### src/rtl/sha256md_pkg.sv
`timescale 1ns / 1ps

package sha256md_pkg;

    // One input beat: up to four message bytes, first byte in the top lane.
    typedef struct packed {
        logic [31:0] message_word;
        logic [2:0]  byte_count;
        logic        last;
    } t_in_beat;

    // One output beat: a single word of the finished digest.
    typedef struct packed {
        logic [31:0] digest_word;
        logic [2:0]  word_index;
        logic        final_word;
    } t_out_beat;

    // Sources that the byte packer can take bytes from.
    localparam logic [2:0] SRC_INPUT  = 3'd0;
    localparam logic [2:0] SRC_PAD    = 3'd1;
    localparam logic [2:0] SRC_ZERO   = 3'd2;
    localparam logic [2:0] SRC_LEN_HI = 3'd3;
    localparam logic [2:0] SRC_LEN_LO = 3'd4;

    // Commands from the controller to the datapath.
    typedef struct packed {
        logic       absorb;
        logic [2:0] src;
        logic       load_vars;
        logic       round;
        logic       update;
        logic       emit;
    } t_dp_cmd;

    // Status from the datapath to the controller.
    typedef struct packed {
        logic full;
        logic acc_empty;
        logic len_slot;
        logic round_last;
        logic out_busy;
    } t_dp_status;

    localparam logic [31:0] H_INIT [0:7] = '{
        32'h6a09e667, 32'hbb67ae85, 32'h3c6ef372, 32'ha54ff53a,
        32'h510e527f, 32'h9b05688c, 32'h1f83d9ab, 32'h5be0cd19
    };

    localparam logic [31:0] ROUND_K [0:63] = '{
        32'h428a2f98, 32'h71374491, 32'hb5c0fbcf, 32'he9b5dba5,
        32'h3956c25b, 32'h59f111f1, 32'h923f82a4, 32'hab1c5ed5,
        32'hd807aa98, 32'h12835b01, 32'h243185be, 32'h550c7dc3,
        32'h72be5d74, 32'h80deb1fe, 32'h9bdc06a7, 32'hc19bf174,
        32'he49b69c1, 32'hefbe4786, 32'h0fc19dc6, 32'h240ca1cc,
        32'h2de92c6f, 32'h4a7484aa, 32'h5cb0a9dc, 32'h76f988da,
        32'h983e5152, 32'ha831c66d, 32'hb00327c8, 32'hbf597fc7,
        32'hc6e00bf3, 32'hd5a79147, 32'h06ca6351, 32'h14292967,
        32'h27b70a85, 32'h2e1b2138, 32'h4d2c6dfc, 32'h53380d13,
        32'h650a7354, 32'h766a0abb, 32'h81c2c92e, 32'h92722c85,
        32'ha2bfe8a1, 32'ha81a664b, 32'hc24b8b70, 32'hc76c51a3,
        32'hd192e819, 32'hd6990624, 32'hf40e3585, 32'h106aa070,
        32'h19a4c116, 32'h1e376c08, 32'h2748774c, 32'h34b0bcb5,
        32'h391c0cb3, 32'h4ed8aa4a, 32'h5b9cca4f, 32'h682e6ff3,
        32'h748f82ee, 32'h78a5636f, 32'h84c87814, 32'h8cc70208,
        32'h90befffa, 32'ha4506ceb, 32'hbef9a3f7, 32'hc67178f2
    };

endpackage

### src/rtl/sha256md_dp.sv
`timescale 1ns / 1ps

module sha256md_dp
    import sha256md_pkg::*;
(
    input  logic       i_clk,
    input  logic       i_rst_n,
    input  t_dp_cmd    i_cmd,
    input  t_in_beat   i_in_data,
    input  logic       i_out_ready,
    output t_dp_status o_status,
    output logic       o_out_valid,
    output t_out_beat  o_out_data
);

    function automatic logic [31:0] rotr(input logic [31:0] x, input int n);
        rotr = (x >> n) | (x << (32 - n));
    endfunction

    // Chaining value, working variables a..h and the 16-word schedule window.
    logic [31:0] r_h [0:7];
    logic [31:0] r_v [0:7];
    logic [31:0] r_w [0:15];
    logic [63:0] r_len;
    logic [31:0] r_acc;
    logic [1:0]  r_acc_n;
    logic [4:0]  r_words;
    logic [5:0]  r_round;
    logic [31:0] r_out_words [0:7];
    logic [2:0]  r_out_idx;
    logic        r_out_valid;

    // Byte packer: pick the source and its byte count.
    logic [31:0] src_word;
    logic [2:0]  src_cnt;
    logic [31:0] keep_mask;
    logic [63:0] combined;
    logic [2:0]  total;
    logic        push;
    logic [31:0] n_acc;
    logic [1:0]  n_acc_n;

    always_comb begin
        unique case (i_cmd.src)
            SRC_INPUT: begin
                src_word = i_in_data.message_word;
                src_cnt  = (i_in_data.byte_count > 3'd4) ? 3'd4 : i_in_data.byte_count;
            end
            SRC_PAD: begin
                src_word = 32'h8000_0000;
                src_cnt  = 3'd1;
            end
            SRC_ZERO: begin
                src_word = 32'h0;
                src_cnt  = 3'd4 - {1'b0, r_acc_n};
            end
            SRC_LEN_HI: begin
                src_word = r_len[63:32];
                src_cnt  = 3'd4;
            end
            SRC_LEN_LO: begin
                src_word = r_len[31:0];
                src_cnt  = 3'd4;
            end
            default: begin
                src_word = 32'h0;
                src_cnt  = 3'd0;
            end
        endcase
    end

    // Append the valid bytes behind the bytes already held.
    always_comb begin
        keep_mask = ~(32'hffff_ffff >> {src_cnt, 3'b000});
        combined  = {r_acc, 32'h0} | ({src_word & keep_mask, 32'h0} >> {r_acc_n, 3'b000});
        total     = {1'b0, r_acc_n} + src_cnt;
        push      = i_cmd.absorb && total[2];
        n_acc     = total[2] ? combined[31:0] : combined[63:32];
        n_acc_n   = total[1:0];
    end

    // Message schedule and round function.
    logic [31:0] sig0, sig1, w_next;
    logic [31:0] big0, big1, ch, maj, t1, t2;

    always_comb begin
        sig0   = rotr(r_w[1], 7) ^ rotr(r_w[1], 18) ^ (r_w[1] >> 3);
        sig1   = rotr(r_w[14], 17) ^ rotr(r_w[14], 19) ^ (r_w[14] >> 10);
        w_next = r_w[0] + sig0 + r_w[9] + sig1;
        big1   = rotr(r_v[4], 6) ^ rotr(r_v[4], 11) ^ rotr(r_v[4], 25);
        ch     = (r_v[4] & r_v[5]) ^ (~r_v[4] & r_v[6]);
        t1     = r_v[7] + big1 + ch + ROUND_K[r_round] + r_w[0];
        big0   = rotr(r_v[0], 2) ^ rotr(r_v[0], 13) ^ rotr(r_v[0], 22);
        maj    = (r_v[0] & r_v[1]) ^ (r_v[0] & r_v[2]) ^ (r_v[1] & r_v[2]);
        t2     = big0 + maj;
    end

    // Control state: chaining value, length, packer fill, counters.
    always_ff @(posedge i_clk) begin
        if (!i_rst_n) begin
            for (int i = 0; i < 8; i++) begin
                r_h[i] <= H_INIT[i];
            end
            r_len     <= 64'h0;
            r_acc     <= 32'h0;
            r_acc_n   <= 2'd0;
            r_words   <= 5'd0;
            r_round   <= 6'd0;
        end else begin
            if (i_cmd.absorb) begin
                r_acc   <= n_acc;
                r_acc_n <= n_acc_n;
                if (i_cmd.src == SRC_INPUT) begin
                    r_len <= r_len + {58'h0, src_cnt, 3'b000};
                end
            end
            if (push) begin
                r_words <= r_words + 5'd1;
            end
            if (i_cmd.load_vars) begin
                r_round <= 6'd0;
            end else if (i_cmd.round) begin
                r_round <= r_round + 6'd1;
            end
            if (i_cmd.update) begin
                for (int i = 0; i < 8; i++) begin
                    r_h[i] <= r_h[i] + r_v[i];
                end
                r_words <= 5'd0;
            end
            if (i_cmd.emit) begin
                for (int i = 0; i < 8; i++) begin
                    r_h[i] <= H_INIT[i];
                end
                r_len <= 64'h0;
            end
        end
    end

    // Schedule window: packed words shift in at the top, rounds extend it.
    always_ff @(posedge i_clk) begin
        if (push || i_cmd.round) begin
            for (int i = 0; i < 15; i++) begin
                r_w[i] <= r_w[i + 1];
            end
            r_w[15] <= push ? combined[63:32] : w_next;
        end
    end

    // Working variables.
    always_ff @(posedge i_clk) begin
        if (i_cmd.load_vars) begin
            for (int i = 0; i < 8; i++) begin
                r_v[i] <= r_h[i];
            end
        end else if (i_cmd.round) begin
            r_v[7] <= r_v[6];
            r_v[6] <= r_v[5];
            r_v[5] <= r_v[4];
            r_v[4] <= r_v[3] + t1;
            r_v[3] <= r_v[2];
            r_v[2] <= r_v[1];
            r_v[1] <= r_v[0];
            r_v[0] <= t1 + t2;
        end
    end

    // Output buffer: holds a finished digest and drains one beat per handshake.
    always_ff @(posedge i_clk) begin
        if (!i_rst_n) begin
            r_out_valid <= 1'b0;
            r_out_idx   <= 3'd0;
        end else if (i_cmd.emit) begin
            r_out_valid <= 1'b1;
            r_out_idx   <= 3'd0;
        end else if (r_out_valid && i_out_ready) begin
            r_out_idx <= r_out_idx + 3'd1;
            if (&r_out_idx) begin
                r_out_valid <= 1'b0;
            end
        end
    end

    always_ff @(posedge i_clk) begin
        if (i_cmd.emit) begin
            for (int i = 0; i < 8; i++) begin
                r_out_words[i] <= r_h[i];
            end
        end else if (r_out_valid && i_out_ready) begin
            for (int i = 0; i < 7; i++) begin
                r_out_words[i] <= r_out_words[i + 1];
            end
            r_out_words[7] <= 32'h0;
        end
    end

    assign o_status.full       = r_words[4];
    assign o_status.acc_empty  = (r_acc_n == 2'd0);
    assign o_status.len_slot   = (r_words == 5'd14);
    assign o_status.round_last = (&r_round);
    assign o_status.out_busy   = r_out_valid;

    assign o_out_valid            = r_out_valid;
    assign o_out_data.digest_word = r_out_words[0];
    assign o_out_data.word_index  = r_out_idx;
    assign o_out_data.final_word  = &r_out_idx;

`ifndef ASSERT_OFF
    // Bytes are never packed into a block that is waiting for compression.
    a_no_absorb_when_full: assert property (@(posedge i_clk) disable iff (!i_rst_n)
        i_cmd.absorb |-> !r_words[4])
        else $error("absorb while block buffer is full");

    // Rounds only run on a complete block.
    a_round_on_full_block: assert property (@(posedge i_clk) disable iff (!i_rst_n)
        i_cmd.round |-> (r_words == 5'd16))
        else $error("round issued on an incomplete block");

    // A digest is emitted only when padding left nothing and output is free.
    a_emit_clean: assert property (@(posedge i_clk) disable iff (!i_rst_n)
        i_cmd.emit |-> (r_acc_n == 2'd0) && (r_words == 5'd0) && !r_out_valid)
        else $error("emit with bytes pending or output busy");
`endif

endmodule

### src/rtl/sha256md_ctrl.sv
`timescale 1ns / 1ps

module sha256md_ctrl
    import sha256md_pkg::*;
(
    input  logic       i_clk,
    input  logic       i_rst_n,
    input  logic       i_in_valid,
    input  logic       i_last,
    input  t_dp_status i_status,
    output logic       o_in_ready,
    output t_dp_cmd    o_cmd
);

    localparam logic [3:0] S_IDLE   = 4'd0;
    localparam logic [3:0] S_PAD    = 4'd1;
    localparam logic [3:0] S_ZERO   = 4'd2;
    localparam logic [3:0] S_LEN_HI = 4'd3;
    localparam logic [3:0] S_LEN_LO = 4'd4;
    localparam logic [3:0] S_START  = 4'd5;
    localparam logic [3:0] S_ROUND  = 4'd6;
    localparam logic [3:0] S_UPDATE = 4'd7;
    localparam logic [3:0] S_EMIT   = 4'd8;

    logic [3:0] r_state, n_state;
    logic [3:0] r_ret, n_ret;

    assign o_in_ready = (r_state == S_IDLE) && !i_status.full;

    // Next state and datapath commands.
    always_comb begin
        n_state         = r_state;
        n_ret           = r_ret;
        o_cmd           = '0;
        o_cmd.src       = SRC_INPUT;
        unique case (r_state)
            S_IDLE: begin
                if (i_status.full) begin
                    o_cmd.load_vars = 1'b1;
                    n_ret           = S_IDLE;
                    n_state         = S_ROUND;
                end else if (i_in_valid) begin
                    o_cmd.absorb = 1'b1;
                    if (i_last) begin
                        n_state = S_PAD;
                    end
                end
            end
            S_PAD: begin
                if (i_status.full) begin
                    o_cmd.load_vars = 1'b1;
                    n_ret           = S_PAD;
                    n_state         = S_ROUND;
                end else begin
                    o_cmd.absorb = 1'b1;
                    o_cmd.src    = SRC_PAD;
                    n_state      = S_ZERO;
                end
            end
            S_ZERO: begin
                if (i_status.full) begin
                    o_cmd.load_vars = 1'b1;
                    n_ret           = S_ZERO;
                    n_state         = S_ROUND;
                end else if (i_status.acc_empty && i_status.len_slot) begin
                    n_state = S_LEN_HI;
                end else begin
                    o_cmd.absorb = 1'b1;
                    o_cmd.src    = SRC_ZERO;
                end
            end
            S_LEN_HI: begin
                o_cmd.absorb = 1'b1;
                o_cmd.src    = SRC_LEN_HI;
                n_state      = S_LEN_LO;
            end
            S_LEN_LO: begin
                o_cmd.absorb = 1'b1;
                o_cmd.src    = SRC_LEN_LO;
                n_state      = S_START;
            end
            S_START: begin
                o_cmd.load_vars = 1'b1;
                n_ret           = S_EMIT;
                n_state         = S_ROUND;
            end
            S_ROUND: begin
                o_cmd.round = 1'b1;
                if (i_status.round_last) begin
                    n_state = S_UPDATE;
                end
            end
            S_UPDATE: begin
                o_cmd.update = 1'b1;
                n_state      = r_ret;
            end
            S_EMIT: begin
                if (!i_status.out_busy) begin
                    o_cmd.emit = 1'b1;
                    n_state    = S_IDLE;
                end
            end
            default: begin
                n_state = S_IDLE;
            end
        endcase
    end

    always_ff @(posedge i_clk) begin
        if (!i_rst_n) begin
            r_state <= S_IDLE;
            r_ret   <= S_IDLE;
        end else begin
            r_state <= n_state;
            r_ret   <= n_ret;
        end
    end

endmodule

### src/rtl/sha256_message_digest.sv
`timescale 1ns / 1ps

// SHA-256 digest of a byte stream given as big-endian 32-bit words; a beat
// carries 0 to 4 left-aligned bytes, and the beat marked last closes the
// message (it may carry no bytes; a lone such beat gives the digest of the
// empty string). An input beat is taken only while the controller is idle
// and the block buffer is not full. Each 16-word block then runs through a
// single round unit, which loads the working registers, runs 64 rounds and
// folds the result into the chaining value; no input is taken meanwhile.
// Closing a message adds the padding and the final block, plus one more
// block when the length no longer fits, after which the eight digest words
// leave from an output buffer at one beat per cycle while i_out_ready is
// high, index 0 first, final_word set on the eighth. The buffer drains while
// the next message is already being taken.
module sha256_message_digest
    import sha256md_pkg::*;
(
    input  logic      i_clk,
    input  logic      i_rst_n,
    input  logic      i_in_valid,
    output logic      o_in_ready,
    input  t_in_beat  i_in_data,
    output logic      o_out_valid,
    input  logic      i_out_ready,
    output t_out_beat o_out_data
);

    t_dp_cmd    cmd;
    t_dp_status status;

    // Sequencing of packing, padding, compression and emission.
    sha256md_ctrl u_ctrl (
        .i_clk      (i_clk),
        .i_rst_n    (i_rst_n),
        .i_in_valid (i_in_valid),
        .i_last     (i_in_data.last),
        .i_status   (status),
        .o_in_ready (o_in_ready),
        .o_cmd      (cmd)
    );

    // Byte packer, schedule, round unit, chaining value and output buffer.
    sha256md_dp u_dp (
        .i_clk       (i_clk),
        .i_rst_n     (i_rst_n),
        .i_cmd       (cmd),
        .i_in_data   (i_in_data),
        .i_out_ready (i_out_ready),
        .o_status    (status),
        .o_out_valid (o_out_valid),
        .o_out_data  (o_out_data)
    );

endmodule
### config.mk
export PLATFORM = sky130hd
export DESIGN_NAME = sha256_message_digest
export DESIGN_NICKNAME = d
export VERILOG_FILES = /design/src/rtl/sha256md_pkg.sv /design/src/rtl/sha256md_dp.sv /design/src/rtl/sha256md_ctrl.sv /design/src/rtl/sha256_message_digest.sv
export SDC_FILE = /design/constraint.sdc
export NUM_CORES = 2
export LEC_CHECK = 0
export BUFFER_PORTS_ARGS = -buffer_cell sky130_fd_sc_hd__clkbuf_2
export CAP_MARGIN = 5
export CORE_AREA = 2 2 337 405
export DETAILED_ROUTE_END_ITERATION = 8
export DIE_AREA = 0 0 339 407
export PLACE_DENSITY = 0.76
export SLEW_MARGIN = 20
export SYNTH_ARGS = -nofsm -noshare
export SYNTH_HDL_FRONTEND = slang
export SYNTH_HIERARCHICAL = 1
export SYNTH_SLANG_ARGS = --single-unit
### constraint.sdc
create_clock -name i_clk -period 20.1 [get_ports i_clk]
set_input_delay 2.01 -clock i_clk [delete_from_list [all_inputs] [get_ports i_clk]]
set_output_delay 2.01 -clock i_clk [all_outputs]
set_load 0.05 [all_outputs]
==> summary.md <==
| Metric | Value |
|---|---|
| Routed vias/inst | 6.180 |
| CTS tree | done |
| Worst hold stages | 0 |
| Setup TNS | 0 ps |
| Worst min-delay path class | reg -> reg |
| Pin count of the biggest net entering global routing | 192 |
| RePlAce Congestion | 0.9676 |
| CP arrival | 10,940 ps |
| Netlist cell types | 100 |
| Synth async-reset ratio | 0 |
| Post-synthesis compound-gate area fraction | 0.1207 |
| Status | finished, final reports clean |
| Count leader, synth | edfxtp_1 |
| Main synth FF type | edfxtp_1 |
| Core area | 133,700 um2 |
| Initial core utilization | 0.5974 |
| Final Setup Violations | 0 |
| Crit path launch type | register |
| Ys Warns | 6 |
| Register area | 39,500 um2 |
| Gr usage total | 0.3296 |
| Cell Pwr Density | 136.4 nW/um2 |
| Post-Synth XOR/XNOR Area | 0.06765 |
| Crit-path max cell delay | 650 ps |
| Crit end category | register |
| Worst IR Drop VDD | 0.0001554 V |
| Die area | 138,000 um2 |
| Global-route wire length before repair | 344,200 um |
| # diodes | 0 |
| Max-cap violations | 0 |
| Synth top cells by count | 1,152 x edfxtp_1, 1,006 x nand2_1, 538 x nor2_1 |
| Initial antenna violation count | 4 |
| Largest family of logic cells by synthesized area | compound AO/OA/AOI/OAI gates |
| Simple-gate portion of the synthesized area | 0.1200 |
| Yosys top cell area share | 0.4330 |
| DR vias | 56,770 |
| H-tree Lvls | 4 |
| Critical path type | reg -> reg |
| Leak Pwr | 32.17 nW |
| Syn Nets | 7,968 |
| Layout Skew | 40.48 ps |
| Syn Area/Cell | 10.90 um2 |
| Post-layout nets | 7,912 |
| CP required | 20,640 ps |
| Worst R2R Path Depth | 38 |
| Cell Area, Synth | 79,880 um2 |
| Max-slew headroom | 0.1524 |
| Sink Count | 1,397 |
| Total global routing overflow | 0 |
| Tot Pwr | 0.01181 W |
| Initial DRC Count | 5,453 |
| FF+latch count, synth | 1,397 |
| Post-synthesis adder-cell area fraction | 0.1146 |
| Hold Path Origin | u_dp/r_w[1][102] |
| Final Util | 0.6474 |
| Slowest stage cell, crit path | nor2_1 |
| Longest Clk Path Bufs | 3 |
| ANT nets after route | 0 |
| DR WL/cell | 24.80 um |
| # port buffers | 77 |
| Max-slew violation count | 0 |
| Reg-to-Reg Start | u_dp/r_round[1] |
| FMAX | 96.13 MHz |
| CTS buffer count | 145 |
| # rows | 147 |
| CTS clk-pin slew, worst paths | 60 ps |
| IO Pins | 78 |
| Register area share after synthesis | 0.4944 |
| FILL cells | 10,190 |
| Post-CTS Hold Buffers | 0 |
| CP delay by family, top | compound AO/OA/AOI/OAI gates |
| DRC | 0 |
| Wirelength, routed | 227,800 um |
| Number of global-route vias before repair | 57,370 |
| Post-CTS sizing | 0 |
| Crit path from | u_dp/r_round[1] |
| Synth-to-Final Area Change | 8.364% |
| Clk root buf | clkbuf_16 |
| Die X | 339 um |
| Share of cells above drive strength 1 | 0.09381 |
| Final Hold Violating Endpoints | 0 |
| Cells after Synth | 7,332 |
| Tightest Pin Transition | 1271 ps |
| Tcrit/Tclk final | 0.5176 |
| HPWL Detailed | 162,200 um |
| Post-synth top area cell | edfxtp_1 |
| Area taken by multi-input logic gates | 37,880 um2 |
| Max FO, Critical Path | 30 |
| RSZ-0062 raised after global routing | false |
| Worst-Skew Late Latency | 830 ps |
| WP buf/inv | 6 |
| DIE HEIGHT | 407 um |
| Synth area leaders | edfxtp_1 43%, ha_1 6.2%, dfxtp_1 6.1% |
| Hold WS | 410.3 ps |
| Setup Buffers After CTS | 0 |
| Mux share of post-synthesis cell area | 0.04989 |
| Clock period minus final worst setup slack | 10,400 ps |
| First-pass DRT Iterations | 6 |
| Levels on crit path | 38 |
| Post-synth EDFFs | 1,152 |
[cells by family after synthesis]
family | count (synthesis)
XOR/XNOR | 617
AO/OA/AOI/OAI | 1537
adder cells (fa/ha/maj) | 618
flip-flops | 1397
multiplexers | 363
AND/OR/NAND/NOR | 2153
buffers and inverters | 647
[power by group]
group | leakage (nW) | switching, W | internal (W)
registers | 12.1 | 0.000204 | 0.00359
clock network | 2.34 | 0.00121 | 0.00153
logic | 17.8 | 0.00318 | 0.00209
total | 32.2 | 0.00459 | 0.00721
[path summary, 6_finish.rpt]
kind                                         to  slack [ps]
worst max-delay path            u_dp/r_v[0][30]        9700
worst min-delay path            u_dp/r_w[1][70]         410
worst max register to register  u_dp/r_v[0][30]        9700
worst min register to register  u_dp/r_w[1][70]         410
[layout by cell type (no fill, tap or decap), types with 53 or more instances in the layout]
master / count
nand3_1: 90
and2_1: 53
buf_4: 77
a211oi_1: 62
edfxtp_1: 1152
nand2b_1: 63
clkbuf_16: 147
o21ai_0: 388
inv_1: 279
a21oi_1: 455
mux2i_1: 109
xor2_1: 191
dfxtp_1: 242
o21a_1: 63
nor2_1: 537
a21o_1: 172
clkbuf_2: 77
fa_1: 197
nor2b_1: 69
ha_1: 399
mux2_2: 251
nand2_1: 1004
nor3_1: 116
xnor2_1: 426
[routing by layer]
layer | vias up | global-route usage | wire length (um)
met5 | - | 0 | 19
met2 | 2366 | 0.5661 | 112100
met3 | 648 | 0.04381 | 13580
met1 | 27700 | 0.3906 | 85580
met4 | 4 | 0.2151 | 16520
li1 | 26050 | - | -
[through the flow]
step | instance area [um2] | cells | setup WS, ps
after global placement | 81700 | 8915 | 10090
after CTS | 86540 | 9185 | 9836
after global routing | 86560 | 9186 | 9001
after floorplan | 79880 | 7332 | 3498
after detailed placement | 81720 | 8916 | 9866
final | 86560 | 9186 | 9697
[state kept, by name (all words and copies together), names as in the netlist]
signal and flops:
u_ctrl/r_ret 3, u_ctrl/r_state 4, u_dp/o_out_valid 1, u_dp/r_acc 32, u_dp/r_acc_n 2, u_dp/r_h 256
u_dp/r_len 61, u_dp/r_out_idx 3, u_dp/r_out_words 256, u_dp/r_round 6, u_dp/r_v 256, u_dp/r_w 512
u_dp/r_words 5
[layout make-up]
class,instances,area share
clock buffers,191,0.04498
clock inverters,78,0.01074
inverters,285,0.01239
multi-input cells,5288,0.4375
flip-flops and latches,1397,0.4563
well taps,1788,0.02584
repair buffers,159,0.01218
(Power assumes the default switching activity.)
